$ cat config.mk
export PLATFORM = sky130hd
export DESIGN_NAME = indexed_list_store_core
export DESIGN_NICKNAME = d
export VERILOG_FILES = /design/src/rtl/core/ils_pkg.sv /design/src/rtl/core/ils_cell.sv /design/src/rtl/core/indexed_list_store_core.sv
export SDC_FILE = /design/constraint.sdc
export NUM_CORES = 1
export LEC_CHECK = 0
export ABC_AREA = 1
export BUFFER_PORTS_ARGS = -buffer_cell sky130_fd_sc_hd__clkbuf_2
export CELL_PAD_IN_SITES_DETAIL_PLACEMENT = 2
export CELL_PAD_IN_SITES_GLOBAL_PLACEMENT = 2
export CORE_UTILIZATION = 43
export CTS_BUF_LIST = sky130_fd_sc_hd__clkbuf_16
export DETAILED_ROUTE_END_ITERATION = 8
export HOLD_SLACK_MARGIN = 0.03
export PLACE_DENSITY_LB_ADDON = 0.1
export SYNTH_ARGS = -nofsm -noshare
export SYNTH_HDL_FRONTEND = slang
export SYNTH_SLANG_ARGS = --single-unit
export TNS_END_PERCENT = 1
$ cat constraint.sdc
create_clock -name clk -period 13.2 [get_ports clk]
set_input_delay 1.98 -clock clk [delete_from_list [all_inputs] [get_ports clk]]
set_output_delay 1.98 -clock clk [all_outputs]
set_load 0.05 [all_outputs]
$ cat src/rtl/core/ils_pkg.sv
package ils_pkg;

    // operation codes
    localparam logic [2:0] OP_APPEND = 3'd0;
    localparam logic [2:0] OP_REMOVE = 3'd1;
    localparam logic [2:0] OP_READ   = 3'd2;
    localparam logic [2:0] OP_WRITE  = 3'd3;
    localparam logic [2:0] OP_CLEAR  = 3'd4;

    // status codes
    localparam logic [1:0] ST_OK        = 2'd0;
    localparam logic [1:0] ST_BAD_INDEX = 2'd1;
    localparam logic [1:0] ST_FULL      = 2'd2;

    localparam logic signed [31:0] READ_MISS = -32'sd1;

    // request beat
    typedef struct packed {
        logic [2:0]         op;
        logic [7:0]         index;
        logic signed [31:0] value;
    } req_t;

    // response beat
    typedef struct packed {
        logic signed [31:0] read_data;
        logic [4:0]         count;
        logic [1:0]         status;
    } rsp_t;

    // per-beat commands broadcast to every cell
    typedef struct packed {
        logic app;   // append accepted (list not full)
        logic rem;   // remove with a valid index
        logic wr;    // overwrite with a valid index
    } cell_ctrl_t;

endpackage

$ cat src/rtl/core/ils_cell.sv
module ils_cell #(
    parameter int AW = 4
) (
    input  logic                clk,
    input  ils_pkg::cell_ctrl_t ctrl,
    input  logic [AW-1:0]       pos,
    input  logic [AW-1:0]       idx,
    input  logic [AW-1:0]       tail_idx,
    input  logic [AW-1:0]       last_idx,
    input  logic signed [31:0]  value,
    input  logic signed [31:0]  upper_data,
    output logic signed [31:0]  entry,
    output logic signed [31:0]  read_part
);

    logic signed [31:0] entry_reg;
    logic signed [31:0] entry_next;
    logic               hit;

    assign hit = (pos == idx);

    // load from the request, take the upper neighbor on remove, or hold
    always_comb
    begin
        entry_next = entry_reg;
        if (ctrl.app && (pos == tail_idx))
        begin
            entry_next = value;
        end
        else if (ctrl.wr && hit)
        begin
            entry_next = value;
        end
        else if (ctrl.rem && (pos >= idx) && (pos < last_idx))
        begin
            entry_next = upper_data;
        end
    end

    always_ff @(posedge clk)
    begin
        entry_reg <= entry_next;
    end

    // contribution to the read bus
    assign entry     = entry_reg;
    assign read_part = hit ? entry_reg : 32'sd0;

endmodule

$ cat src/rtl/core/indexed_list_store_core.sv
// Bounded ordered list of signed 32-bit values held in a row of DEPTH entry
// cells. Each request beat carries one operation (append, remove at index,
// read at index, overwrite at index, clear) and yields one response beat with
// the read value, the entry count after the operation (low 5 bits) and a
// status. Every operation, remove included, is applied at once: on remove
// every cell from the index up to the one below the last entry loads its
// upper neighbor, so a new request is taken each cycle while the response
// register drains; the response is registered and appears in the cycle
// after acceptance, and a stalled response holds off the next request. An
// index at or beyond the count leaves the list as is and reports bad index;
// a bad read returns -1. An append to a full list is dropped and reported.
// Entry cells are not reset; only entries below the count are ever read.
module indexed_list_store_core #(
    parameter int DEPTH = 16
) (
    input  logic          clk,
    input  logic          rst_n,
    input  logic          req_valid,
    output logic          req_stall,
    input  ils_pkg::req_t req,
    output logic          rsp_valid,
    input  logic          rsp_stall,
    output ils_pkg::rsp_t rsp
);

    localparam int AW   = (DEPTH > 1) ? $clog2(DEPTH) : 1;
    localparam int CW   = $clog2(DEPTH + 1);
    localparam int CMPW = (CW > 8) ? CW : 8;

    logic [CW-1:0]       fill_reg;
    logic [CW-1:0]       fill_next;
    logic                rsp_valid_reg;
    ils_pkg::rsp_t       rsp_reg;
    ils_pkg::rsp_t       rsp_next;

    logic                accept;
    logic                full;
    logic                idx_ok;
    logic [CW-1:0]       fill_dec;
    logic [AW-1:0]       idx_a;
    logic [AW-1:0]       tail_idx;
    logic [AW-1:0]       last_idx;
    logic [CW+4:0]       fill_wide;
    logic signed [31:0]  read_bus;
    ils_pkg::cell_ctrl_t ctrl;

    logic signed [31:0]  entries   [DEPTH];
    logic signed [31:0]  read_part [DEPTH];

    // handshake: take a beat unless a finished response is stuck
    assign req_stall = rsp_valid_reg && rsp_stall;
    assign accept    = req_valid && !req_stall;

    // index checks and cell addressing
    assign full     = (fill_reg == CW'(DEPTH));
    assign idx_ok   = (CMPW'(req.index) < CMPW'(fill_reg));
    assign fill_dec = fill_reg - CW'(1);
    assign idx_a    = req.index[AW-1:0];
    assign tail_idx = fill_reg[AW-1:0];
    assign last_idx = fill_dec[AW-1:0];

    // commands to the cells
    always_comb
    begin
        ctrl.app = accept && (req.op == ils_pkg::OP_APPEND) && !full;
        ctrl.rem = accept && (req.op == ils_pkg::OP_REMOVE) && idx_ok;
        ctrl.wr  = accept && (req.op == ils_pkg::OP_WRITE) && idx_ok;
    end

    // row of entry cells, each fed by its upper neighbor
    for (genvar g = 0; g < DEPTH; g++)
    begin : g_cell
        logic signed [31:0] upper;
        if (g == DEPTH - 1)
        begin : g_top
            assign upper = 32'sd0;
        end
        else
        begin : g_mid
            assign upper = entries[g+1];
        end

        ils_cell #(
            .AW(AW)
        ) u_cell (
            .clk       (clk),
            .ctrl      (ctrl),
            .pos       (AW'(g)),
            .idx       (idx_a),
            .tail_idx  (tail_idx),
            .last_idx  (last_idx),
            .value     (req.value),
            .upper_data(upper),
            .entry     (entries[g]),
            .read_part (read_part[g])
        );
    end

    // read bus: or of the one hit cell
    always_comb
    begin
        read_bus = 32'sd0;
        for (int k = 0; k < DEPTH; k++)
        begin
            read_bus = read_bus | read_part[k];
        end
    end

    // next fill count and response
    always_comb
    begin
        fill_next          = fill_reg;
        rsp_next.read_data = 32'sd0;
        rsp_next.status    = ils_pkg::ST_OK;
        case (req.op)
            ils_pkg::OP_APPEND:
            begin
                if (full)
                    rsp_next.status = ils_pkg::ST_FULL;
                else
                    fill_next = fill_reg + CW'(1);
            end
            ils_pkg::OP_REMOVE:
            begin
                if (idx_ok)
                    fill_next = fill_dec;
                else
                    rsp_next.status = ils_pkg::ST_BAD_INDEX;
            end
            ils_pkg::OP_READ:
            begin
                if (idx_ok)
                begin
                    rsp_next.read_data = read_bus;
                end
                else
                begin
                    rsp_next.read_data = ils_pkg::READ_MISS;
                    rsp_next.status    = ils_pkg::ST_BAD_INDEX;
                end
            end
            ils_pkg::OP_WRITE:
            begin
                if (!idx_ok)
                    rsp_next.status = ils_pkg::ST_BAD_INDEX;
            end
            ils_pkg::OP_CLEAR:
            begin
                fill_next = '0;
            end
            default:
            begin
                fill_next = fill_reg;
            end
        endcase
        fill_wide      = (CW+5)'(fill_next);
        rsp_next.count = fill_wide[4:0];
    end

    // control state
    always_ff @(posedge clk or negedge rst_n)
    begin
        if (!rst_n)
        begin
            fill_reg      <= '0;
            rsp_valid_reg <= 1'b0;
        end
        else
        begin
            if (accept)
            begin
                fill_reg      <= fill_next;
                rsp_valid_reg <= 1'b1;
            end
            else if (!rsp_stall)
            begin
                rsp_valid_reg <= 1'b0;
            end
        end
    end

    // response payload
    always_ff @(posedge clk)
    begin
        if (accept)
        begin
            rsp_reg <= rsp_next;
        end
    end

    assign rsp_valid = rsp_valid_reg;
    assign rsp       = rsp_reg;

endmodule
# After elaboration in Yosys (flattened, before gate mapping)
# Cells that the tools add are included.
totals:
  elab_cells: 274
  output_inout_bits: 41
  in_bits: 47
  ff_bits: 557
classes:
  n_reduce_logical: 94
  n_eq_ne: 36
  order_cmp: 33
  n_bitwise: 15
  n_mux: 73
  n_addsub: 2
op_table:
  columns: ["op", "n"]
  rows:
  - ["$mux 32", 65]
  - ["$or 32x32->32", 15]
  - ["$logic_and 1x1->1", 72]
  - ["$eq 4x4->1 const A", 16]
  - ["$reduce_bool 3->1", 16]
  - ["$eq 3x4->1 const A", 8]
  - ["$ge 4x4->1 const A", 8]
  - ["$lt 4x4->1 const A", 8]
  - ["$eq 2x4->1 const A", 4]
  - ["$ge 3x4->1 const A", 4]
  - ["$lt 3x4->1 const A", 4]
  - ["$pmux 5 s3", 1]
  - ["$mux 5", 2]
  - ["$eq 1x4->1 const A", 2]
  - ["$ge 1x4->1 const A", 2]
  - ["$ge 2x4->1 const A", 2]
  - ["$logic_not 4->1", 2]
  - ["$lt 1x4->1 const A", 2]
  - ["$lt 2x4->1 const A", 2]
  - ["$lt 8x5->1", 1]
  - ["$eq 3x2->1 const B", 2]
  - ["$add 5x1->5 const B", 1]
  - ["$eq 5x5->1 const B", 1]
  - ["$sub 5x1->5 const B", 1]
  - ["9 further kinds", 12]

# Depth between registers and ports, before layout
# Gate-level depths: netlist (run 1).
depth:
  ltp_word: 18
  mapped_depth: 17
  ltp_nobuf: 14

# By module
# Synthesis (run 1) repeated with hierarchy kept, for this count alone.
unflattened:
  hier_cells: 6293
  area_unflattened_um2: 43335.3
by_module_without_submodules:
  columns: ["module", "area_each_um2", "n_inst", "cells_each"]
  rows:
  - ["ils_cell (g_cell[1].u_cell ...)", 2514.9, 9, 369]
  - ["ils_cell (g_cell[0].u_cell ...)", 2487.4, 7, 368]
  - ["indexed_list_store_core", 3289.4, 1, 396]

# Worst setup path after synthesis (run 1)
# No wires, ideal clock.
synth_timing:
  kind: "input to register"
  startpoint: "in rsp_stall"
  endpoint: "reg g_cell[2].u_cell.entry_reg[0], enable pin"
  n_path_buf: 0
  required_time_ns: 12.730
  path_stages: 5
  t_arrival_ns: 5.468
  path_slack_ns: 7.262
  path_cell_list: "nand2_1 -> inv_2 -> nor2_8 -> nand4_1 -> o31ai_1"
synth_between:
  elab_chain_len: 8
  elab_cells_between_ends: 14
  classes_between: "14 x reduce/logical"
synth_lines:
  columns: ["item", "line_no", "source"]
  rows:
  - ["start, declared", "indexed_list_store_core.sv:22", "input logic rsp_stall,"]
  - ["$logic_and 1x1->1 *", "indexed_list_store_core.sv:51", "assign req_stall = rsp_valid_reg && rsp_stall;"]
  - ["named net req_stall", "indexed_list_store_core.sv:19", "output logic req_stall,"]
  - ["$logic_not 1->1 *", "indexed_list_store_core.sv:52", "assign accept = req_valid && !req_stall;"]
  - ["$logic_and 1x1->1 *", "indexed_list_store_core.sv:52", null]
  - ["named net accept", "indexed_list_store_core.sv:36", "logic accept;"]
  - ["$logic_and 1x1->1 (2 in a row)", "indexed_list_store_core.sv:66", "ctrl.rem = accept && (req.op == ils_pkg::OP_REMOVE) && idx_ok;"]
  - ["$logic_and 1x1->1 (2 in a row)", "ils_cell.sv:34", "else if (ctrl.rem && (pos >= idx) && (pos < last_idx))"]
  - ["$reduce_bool 3->1 (no line) *", null, null]
  - ["end signal, assigned", "ils_cell.sv:42", "entry_reg <= entry_next;"]
  - ["end, declared", "ils_cell.sv:16", "logic signed [31:0] entry_reg;"]
# The timed path passes the listed nets; every way through them passes the cells marked *.
# A chain may end at the register's enable or synchronous reset.

# Worst setup path after layout (run 1)
layout_timing:
  startpoint: "in req[35] (netlist name)"
  endpoint: "reg g_cell[0].u_cell.entry_reg[6], enable pin"
layout_between:
  elab_chain_len: 5
  elab_cells_between_ends: 9
  classes_between: "2 x order compare; 7 x reduce/logical"
layout_lines:
  columns: ["item", "line_no", "source"]
  rows:
  - ["start, declared", "indexed_list_store_core.sv:20", "input ils_pkg::req_t req,"]
  - ["$lt 8x5->1", "indexed_list_store_core.sv:56", "assign idx_ok = (CMPW'(req.index) < CMPW'(fill_reg));"]
  - ["$logic_and 1x1->1", "indexed_list_store_core.sv:66", null]
  - ["$logic_and 1x1->1 (2 in a row)", "ils_cell.sv:34", null]
  - ["$reduce_bool 3->1 (no line) *", null, null]
  - ["end signal, assigned", "ils_cell.sv:42", null]
  - ["end, declared", "ils_cell.sv:16", null]
# Mark *: on every way between the ends. The rest lies on a longest branch, timed or not.

==> metrics.md, run 1 <==
| Metric | Value |
|---|---|
| Status | finished clean |
| CTS tree | done |
| Avg WL per Cell | 26.1 um |
| Slowest cell on crit path | nand2_2 |
| Critical setup path kind | in2reg |
| CP cell instances | clkbuf_2 -> ha_1 -> a21oi_1 -> nand2_1 -> nand2_2 -> nand2_2 -> buf_4 -> inv_2 -> nand3_1 -> nand2_2 -> inv_1 -> o21ai_4 |
| Sequential fraction of the synthesis area | 0.591 |
| Post-layout instance area | 31000 um2 |
| Core region area | 64700 um2 |
| Residual DRC count | 0 |
| Placed instance area | 29000 um2 |
| Layout cell share with drive strength beyond 1 | 0.0852 |
| Final setup violation count | 0 |
| Final HPWL DP | 77.0 mm |
| Grt met3 use | 0.0420 |
| Longest Clk Path Bufs | 3 |
| TritonCTS Buffers | 67 |
| Nets | 3259 |
| WL final | 107 mm |
| Vias per cell | 5.69 |
| Met1 Use GR | 0.446 |
| Post-layout min period | 5870 ps |
| Largest net degree at the start of global routing | 66 |
| Leading register cell type out of synthesis | edfxtp_1 |
| # IOs | 88 |
| TritonRoute pass-1 iters | 5 |
| Worst hold path type | reg2reg |
| FFs w/ async S/R, synth | 0.0108 |
| # resized after CTS | 0 |
| DRT iter0 DRCs | 1926 |
| Gp weighted congestion | 0.934 |
| # diodes | 0 |
| Worst-case reg-to-reg path depth | 14 |
| Reg2Reg Setup Slack | 8110 ps |
| Critical Path Start | req[35] |
| RSZ-0062 raised after global routing | no |
| Initial Util | 0.436 |
| Crit-path leading delay family | buffers and inverters |
| Post-CTS Setup Inserts | 0 |
| Measured slew at the worst slew-check pin | 1160 ps |
| Worst Path Max Fanout | 55 |
| H-tree level count | 3 |
| CP required | 13420 ps |
| Syn-to-layout area delta | 9.79% |
| Crit-path most repeated cell | nand2_2 |
| Die Area | 66700 um2 |
| Initial antenna violation count | 0 |
| CTS Hold Buffers Added | 0 |
| Vias | 23300 |
| Min-Delay Path Depth | 2 |
| Bufs and invs on worst path | 4 |
| Critical R2R Launch | fill_reg[2]$_DFFE_PN0P_ |
| Clock root buffer | clkbuf_16 |
| Mean post-synth cell area | 8.83 um2 |
| Fin crit share | 0.445 |
| Met2 Track Usage GR | 0.532 |
| Synth Cell Area | 28200 um2 |
| # clock sinks | 557 |
| DIE WIDTH | 258 um |
| Synth unique cells | 40 |
| Max reg flops | 512 |
| EDFF count, synth | 551 |
| Clock Latency Late Sink | 620 ps |
| Busiest layer in global routing | met2 |
| Setup TNS | 0 ps |
| Slew HR | 0.221 |
| Reg2reg end | g_cell[0].u_cell.entry[6]$_DFFE_PP_ |
| Leak | 0.0126 uW |
| Synthesized instance count | 3196 |
| Final hold viol count | 0 |
| Max frequency | 0.170 GHz |
| Yosys Warn Count | 0 |
| Critical Path End Type | flip-flop |
| First-pass GRT wire length | 161 mm |
| Clock transition at path regs | 60 ps |
| Most frequent cells in the layout | 1293 x nand2_1, 551 x edfxtp_1, 312 x inv_1 |
| Most common cell after layout, fill and taps aside | nand2_1 |
| Via count of the first global-routing pass | 25200 |
| PwrDens | 129 nW/um2 |
| Core Rows | 93 |
| I/O Buffers | 87 |
| Die Y-Extent | 258 um |
| CP peak stage delay | 790 ps |
| Hold Path Sink | g_cell[4].u_cell.entry[15]$_DFFE_PP_ |
| GRT Overall Usage | 0.323 |
| ANT nets after route | 0 |
| Yosys reg bits | 557 |
| Gr ovfl total | 0 |
| Maxcap violations | 0 |
| HP Start | g_cell[5].u_cell.entry[15]$_DFFE_PP_ |
| Final Skew | 24.3 ps |
| WP data arrival | 6090 ps |
| Final slew viol count | 0 |
| Crit start category | input pin |
| Syn Nets | 3253 |
| VDD IR max | 0.000104 V |
-- synth_stat cells, types with 2 or more instances --
library cell | count | share of area
o21ai_2 | 19 | 0.0059
a21oi_1 | 44 | 0.0078
nor2_2 | 2 | 0.00044
o21ai_1 | 24 | 0.0043
nand2_1 | 1296 | 0.17
buf_6 | 28 | 0.011
a21boi_0 | 32 | 0.0085
nand2_2 | 16 | 0.0035
dfrtp_1 | 6 | 0.0053
buf_4 | 10 | 0.0027
a211oi_1 | 2 | 0.00053
nand3_1 | 126 | 0.022
nor3_2 | 2 | 0.00071
buf_1 | 4 | 0.00053
buf_2 | 64 | 0.011
clkinv_1 | 6 | 0.00080
nand4_1 | 19 | 0.0042
inv_1 | 296 | 0.039
nor2_1 | 194 | 0.026
o22ai_1 | 78 | 0.017
ha_1 | 10 | 0.0044
xor2_1 | 3 | 0.00093
clkbuf_1 | 71 | 0.0094
inv_2 | 15 | 0.0020
edfxtp_1 | 551 | 0.59
nor3_1 | 23 | 0.0041
o21ai_0 | 241 | 0.043
o211ai_1 | 2 | 0.00053
-- worst register-to-register path: cells and delay by family, from the launching register on --
family | cells | cell delay (ps)
AOI/OAI and AO/OA | 1 | 560
and+or+nand+nor | 7 | 1370
adders and majority gates | 1 | 330
DFF | 1 | 630
buffers and inverters | 5 | 1790
-- metal layers --
| metal | vias up | part of all wire |
|---|---|---|
| met3 | 179 | 0.053 |
| li1 | 10500 | - |
| met2 | 690 | 0.48 |
| met4 | 0 | 0.026 |
| met5 | - | 0 |
| met1 | 12000 | 0.45 |
-- power breakdown --
group | internal (uW) | switching [uW] | total (uW)
sequential | 1940 | 17.5 | 1960
combinational | 63.9 | 262 | 326
clock | 943 | 763 | 1710
-- how the worst max path moves through the flow --
stage | endpoint | slack (ps) | depth (start not counted)
after detailed placement | g_cell[0].u_cell.entry[18]$_DFFE_PP_ | 6840 | 12
after global routing | g_cell[0].u_cell.entry[6]$_DFFE_PP_ | 7060 | 12
after global placement | g_cell[0].u_cell.entry[21]$_DFFE_PP_ | 7060 | 12
after floorplan | g_cell[2].u_cell.entry[0]$_DFFE_PP_ | 7260 | 5
final | g_cell[0].u_cell.entry[6]$_DFFE_PP_ | 7330 | 12
after CTS | g_cell[0].u_cell.entry[6]$_DFFE_PP_ | 7420 | 12
-- stage by stage --
stage / hold slack (ps) / cells / utilization / total power [uW] / setup slack [ps]
2_1_floorplan: 513 / 3196 / - / 2170 / 7260
6_report: 541 / 4106 / 0.479 / 3990 / 7330
3_3_place_gp: 496 / 3988 / 0.449 / 2300 / 7060
5_1_grt: 574 / 4106 / 0.479 / 4090 / 7060
4_1_cts: 546 / 4106 / 0.479 / 4010 / 7420
3_5_place_dp: 534 / 3988 / 0.449 / 2310 / 6840
-- area by class of cell --
cell class,count,area [um2]
clock buffer,67,1680
clock inverter,51,282
fill,7076,33700
inverter,318,1200
multi-input combinational,2142,9430
sequential,557,16700
tap,855,1070
timing repair buffer,116,653
-- cell families (layout without fill, tap and decap cells) --
group,Yosys count,in the layout,share of synthesized area
DFF,557,557,0.591
AOI/OAI and AO/OA,444,444,0.0881
buffers and inverters,497,552,0.0784
xor gates and xnor gates,3,3,0.000931
and+or+nand+nor,1685,1685,0.237
adders and majority gates,10,10,0.00443
No activity file was read; power rests on OpenSTA's default activity.
==> run 2, diff against run 1 <==
- CORE_UTILIZATION: 43 -> 40
- clock period: 13.2 -> 6.15 ns (I/O delays scaled with it)
==> metrics.md, run 2 (synthesis gave the netlist of run 1 again) <==
| Metric | Value |
|---|---|
| Status | finished clean |
| Measured slew at the worst slew-check pin | 1180 ps (+11.7 ps) |
| Die Y-Extent | 268 um (+3.7%) |
| Met3 wire length | 5.65 mm (-0.88%) |
| CP cell instances | inv_2 -> ha_1 -> nand2_1 -> inv_1 -> nand2_1 -> nand2_1 -> nand2_2 -> nand2_2 -> inv_2 -> nand3_1 -> nand2_2 -> buf_4 -> inv_1 -> o21ai_4 -> buf_4 |
| Gp weighted congestion | 0.914 (-2.1%) |
| DIE WIDTH | 268 um (+3.7%) |
| ANT nets after route | 0 (unchanged) |
| Clock root buffer | clkbuf_16 |
| TritonRoute pass-1 iters | 5 (unchanged) |
| Fin crit share | 0.694 |
| Max reg flops | 512 (unchanged) |
| Final setup violation count | 0 (unchanged) |
| # IOs | 88 (unchanged) |
| Clock Latency Late Sink | 610 ps (about the same) |
| Longest Clk Path Bufs | 3 (unchanged) |
| PwrDens | 276 nW/um2 (+110%) |
| Crit start category | flip-flop |
| DRT iter0 DRCs | 1604 (-17%) |
| Max Used Layer | met5 |
| # resized after CTS | 0 (unchanged) |
| Fin cells | 4203 (+2.4%) |
| CTS Hold Buffers Added | 0 (unchanged) |
| H-tree level count | 3 (unchanged) |
| Max frequency | 0.234 GHz |
| Syn-to-layout area delta | 10.8% |
| RSZ-0062 raised after global routing | no |
| Residual DRC count | 0 (unchanged) |
| Vias | 23100 (-0.84%) |
| Metal1 wirelength | 47.2 mm (-1.2%) |
| Critical Path End Type | flip-flop |
| I/O Buffers | 87 (unchanged) |
| Die Area | 71700 um2 (+7.4%) |
| Placed cells | 4085 (+2.4%) |
| Slowest cell on crit path | dfrtp_1 |
| Leak | 0.0127 uW (+0.84%) |
| VDD IR max | 0.000151 V (+46%) |
| Clock transition at path regs | 60 ps (about the same) |
| Largest net degree at the start of global routing | 65 (-1.5%) |
| Nets | 3271 (+0.37%) |
| Worst Path Max Fanout | 55 (unchanged) |
| Final Skew | 17.2 ps (-7.18 ps) |
| Post-layout min period | 4270 ps |
| Via count of the first global-routing pass | 25100 (-0.38%) |
| Initial antenna violation count | 5 (+5) |
| Maxcap violations | 0 (unchanged) |
| Layout cell share with drive strength beyond 1 | 0.0877 (+0.00250) |
| Worst hold path type | in2async |
| CP required | 6390 ps (-7030 ps) |
| WP data arrival | 4500 ps (-1590 ps) |
| WL final | 104 mm (-3.0%) |
| First-pass GRT wire length | 157 mm (-2.6%) |
| Avg WL per Cell | 24.8 um (-5.3%) |
| Met2 WL post-DR | 48.9 mm (-4.1%) |
| Final HPWL DP | 73.0 mm (-5.2%) |
| CP peak stage delay | 570 ps (-220 ps) |
| Core Rows | 97 (+4.3%) |
| Initial Util | 0.404 (-0.0325) |
| Post-CTS Setup Inserts | 0 (unchanged) |
| Most common cell after layout, fill and taps aside | nand2_1 |
| Gr ovfl total | 0 (unchanged) |
| CTS tree | done |
| GRT Overall Usage | 0.294 (-0.0289) |
| Most frequent cells in the layout | 1291 x nand2_1, 551 x edfxtp_1, 317 x inv_1 |
| # clock sinks | 557 (unchanged) |
| Setup TNS | 0 ps (unchanged) |
| Final slew viol count | 0 (unchanged) |
| TritonCTS Buffers | 67 (unchanged) |
| Slew HR | 0.213 (-0.00801) |
| Core region area | 69900 um2 (+8.1%) |
| Vias per cell | 5.51 (-3.1%) |
| Final hold viol count | 0 (unchanged) |
| Critical setup path kind | reg2reg |
## run 2: power breakdown
group	internal (uW)	switching (uW)	total [uW]
clock	2150	1610	3760
combinational	138	547	685
sequential	4170	31.5	4200
## run 2: per-stage QoR
step                       util  power, uW  setup slack [ps]  instance area, um2  hold WS, ps
after floorplan               -       4650              1270               28200          513
after global placement    0.418       4930              1650               29300          483
after detailed placement  0.418       4950              1500               29300          533
after CTS                 0.447       8700              1940               31300          134
after global routing      0.447       8870              1660               31300          147
final                     0.447       8640              1880               31300          150
## run 2: metal layers
| metal | global-route usage | vias up |
|---|---|---|
| li1 | - | 10500 |
| met1 | 0.403 | 12000 |
| met2 | 0.481 | 549 |
| met3 | 0.0518 | 137 |
| met4 | 0.0724 | 2 |
| met5 | 0 | - |
## run 2: worst max-delay path, delay by kind of cell (launching register included)
kind,cells,cell delay [ps]
buffers and inverters,6,2100
AND/OR/NAND/NOR,7,690
flip-flops,1,570
adder cells (fa/ha/maj),1,310
AO/OA/AOI/OAI,1,130
## run 2: area by class of cell
class	count	area, um2
repair buffers	128	756
clock inverters	45	240
flip-flops and latches	557	16700
well taps	940	1180
inverters	318	1200
diodes	2	5.00
multi-input cells	2142	9430
clock buffers	71	1780
fillers	7656	38600
## run 2: final timing paths
check,end,cells after the start,startpoint,slack [ps]
max in group asynchronous,fill_reg[0]$_DFFE_PN0P_,1,rst_n,5820
setup / recovery,g_cell[0].u_cell.entry[21]$_DFFE_PP_,15,fill_reg[2]$_DFFE_PN0P_,1880
setup reg to reg,g_cell[0].u_cell.entry[21]$_DFFE_PP_,15,fill_reg[2]$_DFFE_PN0P_,1880
min in group clk,g_cell[12].u_cell.entry[19]$_DFFE_PP_,2,g_cell[13].u_cell.entry[19]$_DFFE_PP_,540
hold / removal,fill_reg[2]$_DFFE_PN0P_,1,rst_n,150
hold reg to reg,g_cell[12].u_cell.entry[19]$_DFFE_PP_,2,g_cell[13].u_cell.entry[19]$_DFFE_PP_,540
